`config.mk`:
```
export PLATFORM = sky130hd
export DESIGN_NAME = gc3_ctrl
export DESIGN_NICKNAME = d
export VERILOG_FILES = /design/src/rtl/gc3_pkg.sv /design/src/rtl/gc3_ctrl.sv
export SDC_FILE = /design/constraint.sdc
export NUM_CORES = 1
export LEC_CHECK = 0
export ABC_CLOCK_PERIOD_IN_PS = 7090
export BUFFER_PORTS_ARGS = -buffer_cell sky130_fd_sc_hd__buf_2
export CAP_MARGIN = 25
export CORE_UTILIZATION = 33
export CTS_CLUSTER_DIAMETER = 50
export DETAILED_ROUTE_END_ITERATION = 8
export GPL_TIMING_DRIVEN = 0
export SYNTH_ARGS = -nofsm -noshare
export SYNTH_HDL_FRONTEND = slang
export SYNTH_SLANG_ARGS = --single-unit
export TNS_END_PERCENT = 30
```
`constraint.sdc`:
```
create_clock -name i_clk -period 7.09 [get_ports i_clk]
set_input_delay 1.0635 -clock i_clk [delete_from_list [all_inputs] [get_ports i_clk]]
set_output_delay 1.0635 -clock i_clk [all_outputs]
set_load 0.05 [all_outputs]
```
`src/rtl/gc3_pkg.sv`:
```
// gc3_pkg: shared types, register codes, reset values and helpers for the
// 3x3 directional gradient block. No dependencies.
`timescale 1ns / 1ps

package gc3_pkg;

    localparam int DEF_MAX_WIDTH  = 1024;
    localparam int DEF_MAX_HEIGHT = 1024;

    localparam int PIX_W      = 8;
    localparam int WEIGHT_W   = 8;
    localparam int DIM_W      = 11;
    localparam int CFG_DATA_W = 11;
    localparam int CFG_IDX_W  = 3;

    typedef enum logic [CFG_IDX_W-1:0] {
        CFG_MODE     = 3'd0,
        CFG_WEIGHT_A = 3'd1,
        CFG_WEIGHT_C = 3'd2,
        CFG_WEIGHT_B = 3'd3,
        CFG_WIDTH    = 3'd4,
        CFG_HEIGHT   = 3'd5
    } t_cfg_idx;

    localparam logic OP_DRAIN = 1'b1;
    localparam logic MODE_X   = 1'b1;

    localparam logic                       RST_MODE     = 1'b1;
    localparam logic signed [WEIGHT_W-1:0] RST_WEIGHT_A = 8'sd1;
    localparam logic signed [WEIGHT_W-1:0] RST_WEIGHT_C = 8'sd2;
    localparam logic signed [WEIGHT_W-1:0] RST_WEIGHT_B = 8'sd1;
    localparam logic [DIM_W-1:0]           RST_WIDTH    = 11'd640;
    localparam logic [DIM_W-1:0]           RST_HEIGHT   = 11'd480;

    // result queue: one slot per word in flight behind the input
    localparam int FIFO_DEPTH = 3;
    localparam int FIFO_PTR_W = 2;
    localparam int FIFO_CNT_W = 2;

    // one window column: previous, current and next row
    typedef struct packed {
        logic [PIX_W-1:0] prev;
        logic [PIX_W-1:0] cur;
        logic [PIX_W-1:0] next;
    } t_wcol;

    // control carried with a pushed pixel into the kernel stage
    typedef struct packed {
        logic valid;
        logic byp;
        logic res;
        logic left;
        logic right;
        logic top;
        logic bottom;
        logic last;
    } t_s1_ctl;

    typedef struct packed {
        logic [PIX_W-1:0] gradient;
        logic             frame_end;
    } t_result;

    // low byte of a product; signedness does not affect these bits
    function automatic logic [PIX_W-1:0] mul_lo8(logic [PIX_W-1:0] a, logic [PIX_W-1:0] b);
        logic [2*PIX_W-1:0] p;
        p = (2*PIX_W)'(a) * (2*PIX_W)'(b);
        return p[PIX_W-1:0];
    endfunction

endpackage

```
`src/rtl/gc3_ctrl.sv`:
```
// gc3_ctrl: raster counters, drain handling and result scheduling at the
// input side; loads the kernel stage register. Depends on gc3_pkg.
`timescale 1ns / 1ps

module gc3_ctrl #(
    parameter int MAX_WIDTH  = gc3_pkg::DEF_MAX_WIDTH,
    parameter int MAX_HEIGHT = gc3_pkg::DEF_MAX_HEIGHT
) (
    input  logic                          i_clk,
    input  logic                          i_rst_n,
    input  logic                          i_fire,
    input  logic                          i_op,
    input  logic [gc3_pkg::PIX_W-1:0]     i_pixel,
    input  logic [gc3_pkg::DIM_W-1:0]     i_cfg_width,
    input  logic [gc3_pkg::DIM_W-1:0]     i_cfg_height,
    output logic                          o_rd_en,
    output logic [$clog2(MAX_WIDTH)-1:0]  o_rd_addr,
    output gc3_pkg::t_s1_ctl              o_s1,
    output logic [$clog2(MAX_WIDTH)-1:0]  o_s1_addr,
    output logic [gc3_pkg::PIX_W-1:0]     o_s1_pix
);
    import gc3_pkg::*;

    localparam int AW  = $clog2(MAX_WIDTH);
    localparam int WDW = $clog2(MAX_WIDTH + 1);
    localparam int HDW = $clog2(MAX_HEIGHT + 1);
    localparam int RW  = $clog2(MAX_HEIGHT + 3);
    localparam int DW  = $clog2(MAX_WIDTH + 2);

    logic [AW-1:0]  r_in_col,  n_in_col;
    logic [RW-1:0]  r_in_row,  n_in_row;
    logic [AW-1:0]  r_out_col, n_out_col;
    logic [HDW-1:0] r_out_row, n_out_row;
    // pushes not yet matched by a result
    logic [DW-1:0]  r_d,       n_d;
    t_s1_ctl        r_s1,      n_s1;
    logic [AW-1:0]  r_s1_addr;
    logic [PIX_W-1:0] r_s1_pix;

    logic [WDW-1:0] w;
    logic [HDW-1:0] h;
    logic           done;
    logic           push;
    logic [AW:0]    in_col_inc;
    logic           in_wrap;
    logic [AW:0]    out_col_inc;
    logic [HDW:0]   out_row_inc;
    logic           res;
    logic           left;
    logic           right;
    logic           top;
    logic           bottom;
    logic           last;

    always_comb begin
        if (i_cfg_width == '0) begin
            w = WDW'(1);
        end else if (32'(i_cfg_width) > 32'(MAX_WIDTH)) begin
            w = WDW'(MAX_WIDTH);
        end else begin
            w = WDW'(i_cfg_width);
        end
        if (i_cfg_height == '0) begin
            h = HDW'(1);
        end else if (32'(i_cfg_height) > 32'(MAX_HEIGHT)) begin
            h = HDW'(MAX_HEIGHT);
        end else begin
            h = HDW'(i_cfg_height);
        end

        done = r_in_row >= RW'(h);
        // a drain before the frame is fully in does nothing
        push = i_fire && !(i_op == OP_DRAIN && !done);

        in_col_inc  = {1'b0, r_in_col} + 1'b1;
        in_wrap     = in_col_inc >= (AW + 1)'(w);
        out_col_inc = {1'b0, r_out_col} + 1'b1;
        out_row_inc = {1'b0, r_out_row} + 1'b1;

        // enough pushes ahead for the next output's lower-right neighbor
        res    = r_d > DW'(w);
        left   = r_out_col == '0;
        right  = out_col_inc >= (AW + 1)'(w);
        top    = r_out_row == '0;
        bottom = out_row_inc >= (HDW + 1)'(h);
        last   = right && bottom;

        n_in_col  = r_in_col;
        n_in_row  = r_in_row;
        n_out_col = r_out_col;
        n_out_row = r_out_row;
        n_d       = r_d;
        if (push) begin
            if (res && last) begin
                n_in_col  = '0;
                n_in_row  = '0;
                n_out_col = '0;
                n_out_row = '0;
                n_d       = '0;
            end else begin
                if (in_wrap) begin
                    n_in_col = '0;
                    n_in_row = r_in_row + 1'b1;
                end else begin
                    n_in_col = in_col_inc[AW-1:0];
                end
                if (res) begin
                    if (right) begin
                        n_out_col = '0;
                        n_out_row = r_out_row + 1'b1;
                    end else begin
                        n_out_col = out_col_inc[AW-1:0];
                    end
                end else begin
                    n_d = r_d + 1'b1;
                end
            end
        end

        n_s1.valid  = push;
        // previous word writes this address in the cycle of our read
        n_s1.byp    = r_s1.valid && (r_s1_addr == r_in_col);
        n_s1.res    = res;
        n_s1.left   = left;
        n_s1.right  = right;
        n_s1.top    = top;
        n_s1.bottom = bottom;
        n_s1.last   = last;
    end

    always_ff @(posedge i_clk) begin
        if (!i_rst_n) begin
            r_in_col  <= '0;
            r_in_row  <= '0;
            r_out_col <= '0;
            r_out_row <= '0;
            r_d       <= '0;
            r_s1      <= '0;
        end else begin
            r_in_col  <= n_in_col;
            r_in_row  <= n_in_row;
            r_out_col <= n_out_col;
            r_out_row <= n_out_row;
            r_d       <= n_d;
            r_s1      <= n_s1;
        end
    end

    always_ff @(posedge i_clk) begin
        if (push) begin
            r_s1_addr <= r_in_col;
            r_s1_pix  <= done ? '0 : i_pixel;
        end
    end

    assign o_rd_en   = push;
    assign o_rd_addr = r_in_col;
    assign o_s1      = r_s1;
    assign o_s1_addr = r_s1_addr;
    assign o_s1_pix  = r_s1_pix;

endmodule

```
==> impl_metrics.py <==
metrics = {
    "status": {
        "status": "finished, final reports clean",
    },
    "pwr": {
        "pwr-share-seq_pct": 43.6,
        "p_leak_nw": 2.57,
        "swShare_pct": 26.3,
        "p_int_mw": 0.802,
        "ir_drop_v": 0.000115,
        "switchingPower_mw": 0.286,
        "p_comb_share_pct": 11.1,
        "power.total_mw": 1.09,
        "clockPowerShare_pct": 45.3,
        "power_density_mw_per_mm2": 179,
    },
    "sta": {
        "fmax_mhz": 203,
        "finalCritPeriodShare_pct": 69.4,
        "worstMarginPinSlew_ns": 0.892,
        "min_period_ns": 4.92,
        "fin_setup_tns_ns": 0,
        "hold_viol": 0,
        "rsz0062_at_grt": "no",
        "setup_viol": 0,
        "skew_ns": 0.0132,
        "slew_viol_final": 0,
        "relSlewSlack_pct": 40.1,
    },
    "synth": {
        "synth_seq_area_share_pct": 34.1,
        "async_flop_share_pct": 0,
        "yosys_warnings": 0,
        "synth_area_mm2": 0.00517,
        "synth.avg_cell_area_um2": 8.86,
        "syn_inst": 583,
        "synth_edf_count": 18,
        "syn_nets": 679,
        "synth.distinct_cells": 58,
        "synth_flop_cell": "dfxtp_1",
        "synth-seq-cells": 79,
    },
    "drt": {
        "drtIter0Drc": 264,
        "dr.pass1.iters": 4,
        "drc": 0,
        "antenna_left": 0,
        "vias": 4614,
        "wl_mm": 13.3,
        "via_per_inst": 5.25,
        "wl_per_cell_um": 15.1,
    },
    "floorplanning": {
        "start_util_pct": 33.9,
        "die_height_um": 127,
        "num_rows": 45,
        "die_area_mm2": 0.0162,
        "core_area_mm2": 0.0153,
        "io_pins": 71,
        "die_width_um": 127,
    },
    "layout": {
        "drive_above_1_share_pct": 16.0,
        "final_cell_mix": "buf_2 (75), ha_1 (62), dfxtp_1 (61)",
        "nFillCells": 1543,
        "antenna_cells": 0,
        "layout_commonest_cell": "buf_2",
        "finalNetCount": 759,
        "syn2layout_area_growth_pct": 17.9,
        "instances_no_fill": 879,
    },
    "setup_path": {
        "crit_path_start_kind": "primary input",
        "crit_path_end_kind": "output pin",
        "timing.rr.start": "r_out_col[0]",
        "reg2reg_slack_ns": 3.41,
        "critPathMaxFanout": 28,
        "crit_required_ns": 6.03,
        "cp.arrival_ns": 3.85,
        "worstSetupPathType": "primary input to output pin",
        "r2r-end": "r_out_col[8]",
        "worstRegToRegCells": 13,
    },
    "clock_tree": {
        "post_cts_resized": 0,
        "cts_made_buffers": 9,
        "postCtsHoldBufs": 0,
        "cts_tree": "done",
        "insertion_delay_ns": 0.36,
        "clock_path_buffers": 2,
        "clock-sinks": 79,
        "root_buffer": "clkbuf_16",
        "clkTransAtPathRegs_ns": 0.07,
        "postCtsSetupBuffers": 0,
        "htreeDepth": 3,
    },
    "placement": {
        "dp.cells": 863,
        "gpl.final_weighted_congestion": 0.861,
        "post-dp-hpwl_mm": 10.3,
        "port_buffers": 69,
    },
    "global_route": {
        "overflow": 0,
        "grt_pass1_wl_mm": 21.9,
        "grt_pass1_vias": 4545,
        "grt_max_degree": 29,
        "antenna_found_initial": 0,
        "track_usage_pct": 17.2,
    },
    "flow_run": {
        "maxCapViolations": 0,
    },
    "hold_path": {
        "min_path_cells": 0,
        "worstHoldStart": "o_rd_addr[5]",
        "whs_endpoint": "o_s1_addr[5]",
        "holdCritPathClass": "flip-flop to flip-flop",
    },
}
worst max-delay path by stage:
stage,startpoint,slack (ns),depth (start not counted),endpoint
final,i_cfg_height[0],2.17,12,o_rd_en
after global routing,i_cfg_height[10],1.95,11,o_rd_en
after CTS,i_cfg_height[0],2.11,12,o_rd_en
after detailed placement,i_cfg_height[0],2.12,12,o_rd_en
after global placement,i_cfg_height[0],1.67,12,o_rd_en
after floorplan,i_cfg_height[6],2.57,10,o_rd_en
worst max-delay path: stages:
cell,delay [ns]
buf_2,0.11
nor4_1,0.28
a31oi_1,0.12
nor2_1,0.18
ha_1,0.26
nand2b_1,0.13
a31oi_1,0.20
o21ai_2,0.10
a32oi_2,0.49
inv_2,0.21
buf_2,0.37
buf_2,0.31
registers in the layout, indices dropped and copies added, names as in the netlist:
register,flops
o_s1,8
r_out_row,11
r_in_row,11
o_s1_addr,10
o_s1_pix,8
o_rd_addr,10
r_out_col,10
r_d,11
Yosys cell counts (all sizes together), types with 3 or more instances:
| library cell | count | share of area (%) |
|---|---|---|
| o21ai | 36 | 3.8 |
| nand4 | 8 | 0.97 |
| inv | 14 | 1.0 |
| or4 | 8 | 1.2 |
| or3b | 3 | 0.51 |
| nand3 | 24 | 2.4 |
| xor2 | 23 | 3.9 |
| nand3b | 8 | 1.2 |
| nand2b | 5 | 0.61 |
| a21oi | 48 | 4.6 |
| o31ai | 10 | 1.5 |
| buf | 6 | 0.56 |
| or3 | 5 | 0.61 |
| edfxtp | 18 | 10 |
| dfxtp | 61 | 24 |
| or4b | 7 | 1.4 |
| clkbuf | 14 | 1.0 |
| nor4 | 9 | 1.1 |
| clkinv | 3 | 0.22 |
| and2 | 13 | 1.6 |
| nor2 | 45 | 3.3 |
| mux2i | 3 | 0.58 |
| and4 | 3 | 0.51 |
| a31oi | 3 | 0.36 |
| and3 | 23 | 2.8 |
| xnor2 | 21 | 3.6 |
| nor3 | 7 | 0.77 |
| a21o | 10 | 1.5 |
| ha | 62 | 15 |
| a211oi | 4 | 0.58 |
| o211ai | 5 | 0.73 |
| nand2 | 50 | 3.7 |
| a32oi | 8 | 1.5 |
cell type report:
type	instances	area [µm²]	share of cell area [%]
Multi-Input combinational cell	467	3260	53.5
Timing Repair Buffer	69	345	5.67
Buffer	20	82.6	1.36
Inverter	17	63.8	1.05
Clock inverter	5	61.3	1.01
Sequential cell	79	1760	28.9
Clock buffer	11	254	4.17
Tap cell	211	264	4.33
power by group through the flow:
stage	combinational, mW	sequential (mW)	clock [mW]
floorplan	0.0572	0.508	0
global placement	0.117	0.484	0
detailed placement	0.121	0.484	0
CTS	0.122	0.474	0.503
global route	0.133	0.475	0.523
finish	0.121	0.474	0.494
layer usage:
layer	track usage (%)	vias to the layer above	routed length, µm
met5	0	-	0
met4	6.65	0	218
met3	3.81	18	794
met2	29.0	135	6100
met1	21.5	2142	6200
li1	-	2319	-
metrics by stage:
stage	cell area, µm²	utilization, %	worst slack, ns	hold WS, ns
2_1_floorplan	5170	-	2.57	0.445
3_3_place_gp	5780	37.9	1.67	0.438
3_5_place_dp	5780	37.9	2.12	0.436
4_1_cts	6090	39.9	2.11	0.455
5_1_grt	6090	39.9	1.95	0.470
6_report	6090	39.9	2.17	0.451
kinds of logic after synthesis:
group	Yosys count	share of synthesized area, %
xor gates and xnor gates	44	7.46
muxes	3	0.581
adders and majority gates	62	15.0
and+or+nand+nor	221	22.9
buffers and inverters	37	2.81
DFF	79	34.1
AOI/OAI and AO/OA	137	17.1
No activity file was read; power rests on OpenSTA's default activity.
