==> config.mk <==
export PLATFORM = sky130hd
export DESIGN_NAME = gc3_out_fifo
export DESIGN_NICKNAME = d
export VERILOG_FILES = /design/src/rtl/gc3_pkg.sv /design/src/rtl/gc3_out_fifo.sv
export SDC_FILE = /design/constraint.sdc
export NUM_CORES = 1
export LEC_CHECK = 0
export ABC_AREA = 1
export ABC_CLOCK_PERIOD_IN_PS = 2950
export BUFFER_PORTS_ARGS = -buffer_cell sky130_fd_sc_hd__buf_2
export CORE_ASPECT_RATIO = 0.9
export CORE_MARGIN = 1.5
export CORE_UTILIZATION = 50
export CTS_CLUSTER_SIZE = 24
export DETAILED_ROUTE_END_ITERATION = 10
export PLACE_DENSITY = 0.73
export SYNTH_ARGS = -nofsm -noshare
export SYNTH_HDL_FRONTEND = slang
export SYNTH_SLANG_ARGS = --single-unit
export TNS_END_PERCENT = 5
==> constraint.sdc <==
create_clock -name i_clk -period 2.95 [get_ports i_clk]
set_clock_uncertainty 0.1 [all_clocks]
set_input_delay 0.59 -clock i_clk [delete_from_list [all_inputs] [get_ports i_clk]]
set_output_delay 0.59 -clock i_clk [all_outputs]
set_load 0.01 [all_outputs]
==> src/rtl/gc3_pkg.sv <==
// gc3_pkg: shared types, register codes, reset values and helpers for the
// 3x3 directional gradient block. No dependencies.
`timescale 1ns / 1ps

package gc3_pkg;

    localparam int DEF_MAX_WIDTH  = 1024;
    localparam int DEF_MAX_HEIGHT = 1024;

    localparam int PIX_W      = 8;
    localparam int WEIGHT_W   = 8;
    localparam int DIM_W      = 11;
    localparam int CFG_DATA_W = 11;
    localparam int CFG_IDX_W  = 3;

    typedef enum logic [CFG_IDX_W-1:0] {
        CFG_MODE     = 3'd0,
        CFG_WEIGHT_A = 3'd1,
        CFG_WEIGHT_C = 3'd2,
        CFG_WEIGHT_B = 3'd3,
        CFG_WIDTH    = 3'd4,
        CFG_HEIGHT   = 3'd5
    } t_cfg_idx;

    localparam logic OP_DRAIN = 1'b1;
    localparam logic MODE_X   = 1'b1;

    localparam logic                       RST_MODE     = 1'b1;
    localparam logic signed [WEIGHT_W-1:0] RST_WEIGHT_A = 8'sd1;
    localparam logic signed [WEIGHT_W-1:0] RST_WEIGHT_C = 8'sd2;
    localparam logic signed [WEIGHT_W-1:0] RST_WEIGHT_B = 8'sd1;
    localparam logic [DIM_W-1:0]           RST_WIDTH    = 11'd640;
    localparam logic [DIM_W-1:0]           RST_HEIGHT   = 11'd480;

    // result queue: one slot per word in flight behind the input
    localparam int FIFO_DEPTH = 3;
    localparam int FIFO_PTR_W = 2;
    localparam int FIFO_CNT_W = 2;

    // one window column: previous, current and next row
    typedef struct packed {
        logic [PIX_W-1:0] prev;
        logic [PIX_W-1:0] cur;
        logic [PIX_W-1:0] next;
    } t_wcol;

    // control carried with a pushed pixel into the kernel stage
    typedef struct packed {
        logic valid;
        logic byp;
        logic res;
        logic left;
        logic right;
        logic top;
        logic bottom;
        logic last;
    } t_s1_ctl;

    typedef struct packed {
        logic [PIX_W-1:0] gradient;
        logic             frame_end;
    } t_result;

    // low byte of a product; signedness does not affect these bits
    function automatic logic [PIX_W-1:0] mul_lo8(logic [PIX_W-1:0] a, logic [PIX_W-1:0] b);
        logic [2*PIX_W-1:0] p;
        p = (2*PIX_W)'(a) * (2*PIX_W)'(b);
        return p[PIX_W-1:0];
    endfunction

endpackage

==> src/rtl/gc3_out_fifo.sv <==
// gc3_out_fifo: small result queue that decouples the output handshake from
// the input side. Depends on gc3_pkg.
`timescale 1ns / 1ps

module gc3_out_fifo (
    input  logic                             i_clk,
    input  logic                             i_rst_n,
    input  logic                             i_push,
    input  gc3_pkg::t_result                 i_data,
    output logic                             o_valid,
    output gc3_pkg::t_result                 o_data,
    input  logic                             i_pop,
    output logic [gc3_pkg::FIFO_CNT_W-1:0]   o_count
);
    import gc3_pkg::*;

    t_result               r_mem [FIFO_DEPTH];
    logic [FIFO_PTR_W-1:0] r_wp;
    logic [FIFO_PTR_W-1:0] r_rp;
    logic [FIFO_CNT_W-1:0] r_count;

    logic                  pop;

    assign pop = i_pop && (r_count != '0);

    always_ff @(posedge i_clk) begin
        if (!i_rst_n) begin
            r_wp    <= '0;
            r_rp    <= '0;
            r_count <= '0;
        end else begin
            if (i_push) begin
                r_wp <= (r_wp == FIFO_PTR_W'(FIFO_DEPTH - 1)) ? '0 : r_wp + 1'b1;
            end
            if (pop) begin
                r_rp <= (r_rp == FIFO_PTR_W'(FIFO_DEPTH - 1)) ? '0 : r_rp + 1'b1;
            end
            if (i_push && !pop) begin
                r_count <= r_count + 1'b1;
            end else if (pop && !i_push) begin
                r_count <= r_count - 1'b1;
            end
        end
    end

    always_ff @(posedge i_clk) begin
        if (i_push) begin
            r_mem[r_wp] <= i_data;
        end
    end

    assign o_valid = r_count != '0;
    assign o_data  = r_mem[r_rp];
    assign o_count = r_count;

endmodule

==> impl_metrics.env, run 1 <==
export IMPL_status="finished clean"
export IMPL_cts_buffer_depth=2
export IMPL_floorplan_core_area_um2=2490
export IMPL_power_leakage_nw=0.634
export IMPL_synthDistinctLibCells=17
export IMPL_cts_tree="yes"
export IMPL_io_buffers=24
export IMPL_drc=0
export IMPL_grt_use_total_pct=18.2
export IMPL_ant_nets=0
export IMPL_cts_setup_buffers=0
export IMPL_syn_to_final_growth_pct=14.6
export IMPL_layout_common_cells="27 x edfxtp_1, 24 x buf_2, 21 x a21oi_1"
export IMPL_end_kind="output port"
export IMPL_arrival_ns=1.38
export IMPL_layout_commonest_cell="edfxtp_1"
export IMPL_numCtsBuffers=5
export IMPL_drt_pass1_iter_count=4
export IMPL_viasPerCell=5.18
export IMPL_syn_area_um2=1340
export IMPL_drtIter0Drc=27
export IMPL_avgSynthCellArea_um2=11.5
export IMPL_tns_ns=0
export IMPL_hold_viol=0
export IMPL_grt_ovfl_total=0
export IMPL_worstMarginPinSlew_ns=0.424
export IMPL_holdPathStages=1
export IMPL_cpMaxStageDelayCell="dfxtp_1"
export IMPL_ys_seq_elements=35
export IMPL_num_rows=17
export IMPL_grt_max_degree=11
export IMPL_hold_path_class="input pin to flop"
export IMPL_postLayoutCoreUtil_pct=61.6
export IMPL_gp_congestion=0.709
export IMPL_n_antenna_cell=0
export IMPL_avgRoutedWirePerCell_um=13.8
export IMPL_die_w_um=57.5
export IMPL_cts_root_buf="clkbuf_4"
export IMPL_reg2reg_depth=8
export IMPL_ys_seq_area_share_pct=72.6
export IMPL_start_kind="flop"
export IMPL_layout_drive_gt1_share_pct=23.1
export IMPL_htree_levels=2
export IMPL_setup_viol=0
export IMPL_irDropWorstVdd_uv=461
export IMPL_synth_area_leader_cell="edfxtp_1"
export IMPL_netlist_top_cells_area="edfxtp_1 61%, dfxtp_1 12%, a21oi_1 7.9%, nand2_1 5.3%, nor2_1 3.9%"
export IMPL_synth_top_area_share_pct=60.6
export IMPL_clk_pin_slew_ns=0.10
export IMPL_die_h_um=52.1
export IMPL_boundaryPins=25
export IMPL_pre_cts_slack_ns=1.22
export IMPL_worstSkewPairLatency_ns=0.33
export IMPL_grt_pass1_wl_mm=3.76
export IMPL_cp_slowest_stage_delay_ns=0.53
export IMPL_crit_chain="inv_2 > nor2_1 > a21oi_1 > buf_2"
export IMPL_final_min_clock_period_ns=2.07
export IMPL_worst_slack_ns=0.883
export IMPL_postCtsHoldBufs=0
export IMPL_syn_inst=116
export IMPL_finalMaxSlewViolations=0
export IMPL_rsz0062_at_grt="false"
export IMPL_p_per_area_nw_per_um2=666
export IMPL_grt_antenna_before_repair=0
export IMPL_cts_resized_gates=0
export IMPL_dieArea_um2=2990
export IMPL_worstPathRequired_ns=2.26
export IMPL_grt_pass1_vias=849
export IMPL_finalWirelength_mm=2.42
export IMPL_dp_final_hpwl_mm=1.69
export IMPL_fin_crit_sh_pct=70.1
export IMPL_synth_fp_nets=130
export IMPL_vias=906
export IMPL_worstSetupPathType="flop to output port"
export IMPL_drv_cap=0
export IMPL_yosysWarnings=0
export IMPL_slew_headroom_pct=71.7
export IMPL_finish_net_count=160
export IMPL_initial_core_util_pct=53.7
export IMPL_fmax_ghz=0.484
export IMPL_path_max_fanout=10
export IMPL_cts_sinks=35
[sequential cells by signal, summed over array words and instances (netlist names), named ones only]
| signal | cells |
|---|---|
| o_count | 2 |
| r_mem | 27 |
| r_rp | 2 |
| r_wp | 2 |
[final timing paths]
| path | start | end | slack, ns |
|---|---|---|---|
| setup / recovery | flop | o_data[0] | 0.88 |
| hold / removal | i_data[2] | r_mem[0][2] | 0.35 |
| setup reg to reg | o_count[0] | o_count[1] | 1.45 |
| hold reg to reg | r_wp[1] | r_wp[1] | 0.37 |
[stage by stage]
step | cell area, µm² | hold WS [ns] | cells | total power, mW
2_1_floorplan | 1340 | 0.340 | 116 | 0.718
3_3_place_gp | 1480 | 0.347 | 167 | 0.783
3_5_place_dp | 1480 | 0.364 | 167 | 0.793
4_1_cts | 1530 | 0.328 | 175 | 1.03
5_1_grt | 1530 | 0.337 | 175 | 1.07
6_report | 1530 | 0.347 | 175 | 1.02
[cells by family after synthesis]
family                   count (synthesis)  share of synthesized area, %
buffers and inverters                   17                          5.42
adder cells (fa/ha/maj)                  1                         0.935
AO/OA/AOI/OAI                           24                          9.35
AND/OR/NAND/NOR                         39                          11.7
flip-flops                              35                          72.6
[synth_stat cells]
library cell   n
inv_1         12
nand4_1        1
a21oi_1       21
inv_2          3
ha_1           1
edfxtp_1      27
o21ai_0        1
nand2_2        1
nor3_1         1
buf_2          1
dfxtp_1        8
o211ai_1       1
nor2_1        14
o21a_1         1
buf_6          1
nand3_1        3
nand2_1       19
[metal layers]
layer	share of wire [%]	track usage (%)	wire (µm)
met5	0	0	0
met3	4.3	5.97	105
met4	2.8	12.8	67
met2	44	25.4	1050
met1	49	23.7	1190
[final cells by class]
class / instances / area, µm²
Timing Repair Buffer: 25 / 128
Tap cell: 28 / 35.0
Clock buffer: 8 / 48.8
Multi-Input combinational cell: 64 / 294
Fill cell: 213 / 956
Inverter: 15 / 56.3
Sequential cell: 35 / 971
[power by group]
part	leakage, nW	total [mW]	internal, mW	switching [mW]
Sequential	0.316	0.592	0.564	0.0282
Combinational	0.292	0.187	0.0734	0.114
Clock	0.0265	0.241	0.0949	0.147
[worst max-delay path: cells and delay by family (launching register included)]
family	cells	cell delay [ns]
AOI/OAI and AO/OA	1	0.07
buffers and inverters	2	0.30
DFF	1	0.53
and+or+nand+nor	1	0.15
Note: power is estimated with default switching activity, not from simulation.
==> inputs of run 2 (changes only) <==
Settings changed: ABC_AREA 1 to 0, ABC_CLOCK_PERIOD_IN_PS 2950 to 1700, CORE_UTILIZATION 50 to 47, PLACE_DENSITY 0.73 to 0.72.
Clock period 2.95 ns to 1.7 ns, I/O delays scaled along.
==> run 2 against run 1 <==
Flip-flop and latch count did not move. Via count fell by 13%. Area after synthesis fell by 2.0%. Clock power rose by 88%. Synthesized cell count fell by 23%.
==> impl_metrics.env, run 2 <==
export IMPL_syn_to_final_growth_pct=20.8
export IMPL_ant_nets=0
export IMPL_power_leakage_nw=0.593
export IMPL_n_antenna_cell=0
export IMPL_path_buf_inv=2
export IMPL_layout_drive_gt1_share_pct=32.3
export IMPL_grt_pass1_wl_mm=3.42
export IMPL_dp_final_hpwl_mm=1.52
export IMPL_finalWirelength_mm=2.16
export IMPL_boundaryPins=25
export IMPL_grt_max_degree=11
export IMPL_multi_input_area_um2=327
export IMPL_fillers=222
export IMPL_dieArea_um2=3120
export IMPL_yosysWarnings=0
export IMPL_grt_pass1_vias=787
export IMPL_placedCellCount=147
export IMPL_irDropWorstVdd_uv=655
export IMPL_cts_sinks=35
export IMPL_numCtsBuffers=5
export IMPL_layout_commonest_cell="edfxtp_1"
export IMPL_hold_path_class="input pin to flop"
export IMPL_timing_rr_start="o_count[0]"
export IMPL_cts_buffer_depth=2
export IMPL_synthFlopType="edfxtp_1"
export IMPL_drtIter0Drc=11
export IMPL_layout_common_cells="27 x edfxtp_1, 24 x buf_2, 13 x nand2_1"
export IMPL_final_cell_count_no_fill=155
export IMPL_fmax_ghz=0.602
export IMPL_crit_family="flip-flops"
export IMPL_worstSetupPathType="flop to output port"
export IMPL_grt_ovfl_total=0
export IMPL_drc=0
export IMPL_htree_levels=2
export IMPL_worstSkewPairLatency_ns=0.33
export IMPL_hold_viol=0
export IMPL_synth_top_area_share_pct=61.8
export IMPL_worstMarginPinSlew_ns=0.208
export IMPL_arrival_ns=1.22
export IMPL_avgSynthCellArea_um2=14.7
export IMPL_die_h_um=53.1
export IMPL_grt_antenna_before_repair=0
export IMPL_num_rows=17
export IMPL_synth_fp_nets=103
export IMPL_synthDistinctLibCells=21
export IMPL_worstPathRequired_ns=1.26
export IMPL_syn_area_um2=1310
export IMPL_postCtsHoldBufs=0
export IMPL_grt_use_total_pct=16.3
export IMPL_viasPerCell=5.08
export IMPL_yosys_cell_count_top_type="edfxtp_1"
export IMPL_ys_seq_area_share_pct=74.0
export IMPL_cts_root_buf="clkbuf_4"
export IMPL_cpMaxStageDelayCell="dfxtp_2"
export IMPL_synthTopCellsByCount="27 x edfxtp_1, 13 x nand2_1, 9 x mux2i_1, 9 x o21ai_1, 8 x dfxtp_1"
export IMPL_path_max_fanout=4
export IMPL_p_per_area_nw_per_um2=1270
export IMPL_hp_start="i_data[1]"
export IMPL_cts_tree="yes"
export IMPL_io_buffers=24
export IMPL_cp_slowest_stage_delay_ns=0.35
export IMPL_avgRoutedWirePerCell_um=13.9
export IMPL_finish_net_count=140
export IMPL_clk_pin_slew_ns=0.10
export IMPL_ys_seq_elements=35
export IMPL_seqCellArea_um2=972
export IMPL_fin_crit_sh_pct=97.7
export IMPL_largest_reg_flops=27
export IMPL_synth_area_leader_cell="edfxtp_1"
export IMPL_end_kind="output port"
export IMPL_postLayoutCoreUtil_pct=62.1
export IMPL_finalMaxSlewViolations=0
export IMPL_netlist_top_cells_area="edfxtp_1 62%, dfxtp_1 12%, mux2i_1 6.9%, nand2_1 3.7%, o21ai_1 3.4%"
export IMPL_rsz0062_at_grt="true"
export IMPL_start_kind="flop"
export IMPL_final_min_clock_period_ns=1.66
export IMPL_status="finished clean"
export IMPL_drt_pass1_iter_count=3
export IMPL_synth_edff_count=27
export IMPL_vias=788
export IMPL_die_w_um=58.7
export IMPL_gp_congestion=0.723
export IMPL_slew_headroom_pct=86.1
export IMPL_synthArstFlopShare_pct=0
export IMPL_top_register="r_mem"
export IMPL_syn_inst=89
export IMPL_setup_viol=0
export IMPL_crit_chain="buf_4 > mux2i_1 > o21ai_1 > buf_2"
export IMPL_initial_core_util_pct=51.4
export IMPL_drv_cap=0
export IMPL_floorplan_core_area_um2=2550
## run 2: changes by cell type in the layout (fill, tap and decap cells not counted), moves of 3 or more
cell	previous run	this run
inv_1	12	0
nor2_1	14	2
mux2i_1	0	9
inv_2	3	0
a21boi_1	0	3
nand3_1	3	0
nand2_1	19	13
a21oi_1	21	0
buf_4	1	8
o21ai_1	0	9
## run 2: area by class of cell
| class | count | area share (%) |
|---|---|---|
| Clock inverter | 1 | 0.237 |
| Multi-Input combinational cell | 51 | 20.6 |
| Tap cell | 28 | 2.21 |
| Clock buffer | 7 | 3.48 |
| Sequential cell | 35 | 61.4 |
| Timing Repair Buffer | 33 | 12.1 |
## run 2: kinds of logic after synthesis
kind of cell	count (synthesis)	share of synthesized area, %
DFF	35	74.0
and+or+nand+nor	23	8.40
AOI/OAI and AO/OA	16	7.35
muxes	9	6.87
buffers and inverters	3	1.05
xor gates and xnor gates	2	1.34
adders and majority gates	1	0.954
## run 2: worst reg2reg max path, stage by stage (launching register included)
cell	delay, ns
dfxtp_1	0.38
o21ai_2	0.20
ha_1	0.29
or3_1	0.38
a21boi_1	0.16
## run 2: repair_timing
item,in CTS,in global routing
setup buffers,0,0
gates resized for setup,2,0
pin swaps,0,2
setup endpoints to repair,3,10
## run 2: path summary, 6_finish.rpt
| path | end | slack, ns | depth (start not counted) |
|---|---|---|---|
| setup / recovery | o_data[0] | 0.04 | 4 |
| hold / removal | r_mem[2][1] | 0.10 | 1 |
| setup reg to reg | o_count[1] | 0.13 | 4 |
| hold reg to reg | flop | 0.38 | 2 |
## run 2: through the flow
stage | power (mW) | TNS, ns | hold slack (ns) | setup WS, ns | cell area [µm²]
3_5_place_dp | 1.58 | 0 | 0.381 | 0.114 | 1520
3_3_place_gp | 1.56 | 0 | 0.378 | 0.198 | 1520
2_1_floorplan | 1.38 | 0 | 0.339 | 0.0726 | 1310
5_1_grt | 2.14 | -0.349 | 0.0836 | -0.0589 | 1580
4_1_cts | 2.04 | 0 | 0.0972 | 0.0174 | 1580
6_report | 2.01 | 0 | 0.105 | 0.0384 | 1580
## run 2: per-layer routing
layer	vias to the layer above	GRT usage, %	share of wire (%)
li1	398	-	-
met1	368	17.5	44
met2	17	27.2	49
met3	5	8.07	5.0
met4	0	7.58	1.7
met5	-	0	0
## run 2: power breakdown
part           total, mW  internal (mW)  switching [mW]
logic              0.504          0.252           0.253
registers           1.06           1.00          0.0552
clock network      0.453          0.198           0.255
==> inputs of run 3 (changes only) <==
Settings changed: MAX_ROUTING_LAYER set to met4, PLACE_DENSITY 0.72 to 0.81.
==> run 3 against run 2 <==
First-iteration DRC count up 18%. Register-to-register slack about the same. Largest cell class unchanged. Non-clock buffer count down 3. Count of clock-buffer cells in the layout down 1. Sequential share of layout area down 0.70 points. Sequential power about the same. Total power up 13%.
==> impl_metrics.env, run 3 (synthesis results as in run 2) <==
export IMPL_start_kind="flop"
export IMPL_cts_tree="yes"
export IMPL_finalMaxSlewViolations=0
export IMPL_p_int_mw=1.71
export IMPL_final_cell_count_no_fill=152
export IMPL_numCtsBuffers=5
export IMPL_cts_setup_buffers=0
export IMPL_p_per_area_nw_per_um2=1420
export IMPL_setup_viol=0
export IMPL_cpMaxStageDelayCell="dfxtp_4"
export IMPL_die_h_um=53.1
export IMPL_clkPwrFrac_pct=31.6
export IMPL_top_register="r_mem"
export IMPL_syn_to_final_growth_pct=22.5
export IMPL_crit_chain="buf_6 > mux2i_1 > o21ai_1 > buf_2"
export IMPL_avgRoutedWirePerCell_um=14.4
export IMPL_grt_pass1_vias=711
export IMPL_fin_crit_sh_pct=98.6
export IMPL_sw_frac_of_total_pct=25.2
export IMPL_placed_area_um2=1490
export IMPL_floorplan_core_area_um2=2550
export IMPL_grt_antenna_before_repair=0
export IMPL_viasPerCell=5.22
export IMPL_n_antenna_cell=0
export IMPL_ant_nets=0
export IMPL_worstSkewPairLatency_ns=0.33
export IMPL_rsz0062_at_grt="true"
export IMPL_finalWirelength_mm=2.20
export IMPL_dieArea_um2=3120
export IMPL_postCtsHoldBufs=0
export IMPL_end_kind="output port"
export IMPL_gp_congestion=0.637
export IMPL_total_power_mw=2.28
export IMPL_power_leakage_nw=0.597
export IMPL_placedCellCount=143
export IMPL_irDropWorstVdd_uv=1060
export IMPL_cts_root_buf="clkbuf_4"
export IMPL_die_w_um=58.7
export IMPL_worstMarginPinSlew_ns=0.196
export IMPL_pwr_share_comb_pct=21.9
export IMPL_cts_buffer_depth=2
export IMPL_final_min_clock_period_ns=1.68
export IMPL_drtIter0Drc=13
export IMPL_dp_final_hpwl_mm=1.51
export IMPL_vias=794
export IMPL_htree_levels=2
export IMPL_cp_slowest_stage_delay_ns=0.37
export IMPL_drc=0
export IMPL_hold_viol=0
export IMPL_initial_core_util_pct=51.4
export IMPL_grt_pass1_wl_mm=3.48
export IMPL_arrival_ns=1.24
export IMPL_clk_pin_slew_ns=0.11
export IMPL_io_buffers=24
export IMPL_layout_drive_gt1_share_pct=31.5
export IMPL_grt_ovfl_total=0
export IMPL_layout_common_cells="27 x edfxtp_1, 24 x buf_2, 13 x nand2_1"
export IMPL_drt_pass1_iter_count=4
export IMPL_num_rows=17
export IMPL_largest_reg_flops=27
export IMPL_hold_path_class="input pin to flop"
export IMPL_finish_net_count=137
export IMPL_seqPwrFrac_pct=46.5
export IMPL_slew_headroom_pct=86.9
export IMPL_fmax_ghz=0.596
export IMPL_grt_use_total_pct=17.5
export IMPL_grt_max_degree=19
export IMPL_drv_cap=0
export IMPL_worstPathRequired_ns=1.26
export IMPL_path_max_fanout=5
export IMPL_power_switching_mw=0.575
export IMPL_cts_sinks=35
export IMPL_final_area_um2=1610
export IMPL_boundaryPins=25
export IMPL_layout_commonest_cell="edfxtp_1"
export IMPL_worstSetupPathType="flop to output port"
export IMPL_status="finished clean"
run 3: layout make-up:
class / count / area (µm²)
clock buffers: 6 / 41.3
clock inverters: 2 / 60.1
repair buffers: 30 / 169
multi-input cells: 51 / 327
well taps: 28 / 35.0
fillers: 216 / 946
flip-flops and latches: 35 / 975
run 3: critical path, delay by kind of cell (launching register included):
family                 cells  cell delay, ns
buffers and inverters      2            0.27
DFF                        1            0.37
muxes                      1            0.19
AOI/OAI and AO/OA          1            0.09
run 3: power groups by stage:
stage	Sequential [mW]	Clock [mW]	Combinational (mW)
2_1_floorplan	1.07	0	0.304
3_3_place_gp	1.06	0	0.473
3_5_place_dp	1.07	0	0.492
4_1_cts	1.06	0.739	0.508
5_1_grt	1.08	0.780	0.556
6_report	1.06	0.723	0.499
run 3: final timing paths:
path / start / to / slack [ns] / cells after the start
max: flop / o_data[0] / 0.02 / 4
min: i_data[2] / r_mem[0][2] / 0.11 / 1
max reg2reg: o_count[0] / o_count[1] / 0.14 / 4
min reg2reg: r_rp[1] / r_rp[1] / 0.39 / 2
run 3: layer usage:
layer | wire [µm] | vias up | global-route usage [%] | part of all wire, %
met2 | 1110 | 25 | 28.1 | 51
li1 | - | 398 | - | -
met4 | 42 | 0 | 7.95 | 1.9
met1 | 906 | 367 | 19.1 | 41
met5 | 0 | - | - | 0
met3 | 131 | 4 | 7.33 | 6.0
run 3: what timing repair did:
| item | in CTS | in global routing |
|---|---|---|
| setup endpoints to repair | 9 | 9 |
| cloned | 1 | 0 |
| resized for setup | 3 | 1 |
| hold endpoints to repair | 0 | 0 |
run 3: stage by stage:
step                      hold slack (ns)  setup TNS [ns]  util, %  worst slack, ns
after CTS                          0.0997       -0.000505     62.8        -0.000505
after floorplan                     0.339               0        -           0.0726
after detailed placement            0.378               0     58.4            0.146
final                               0.111               0     62.9           0.0231
after global placement              0.374               0     58.4            0.207
after global routing               0.0750          -0.446     62.9          -0.0591
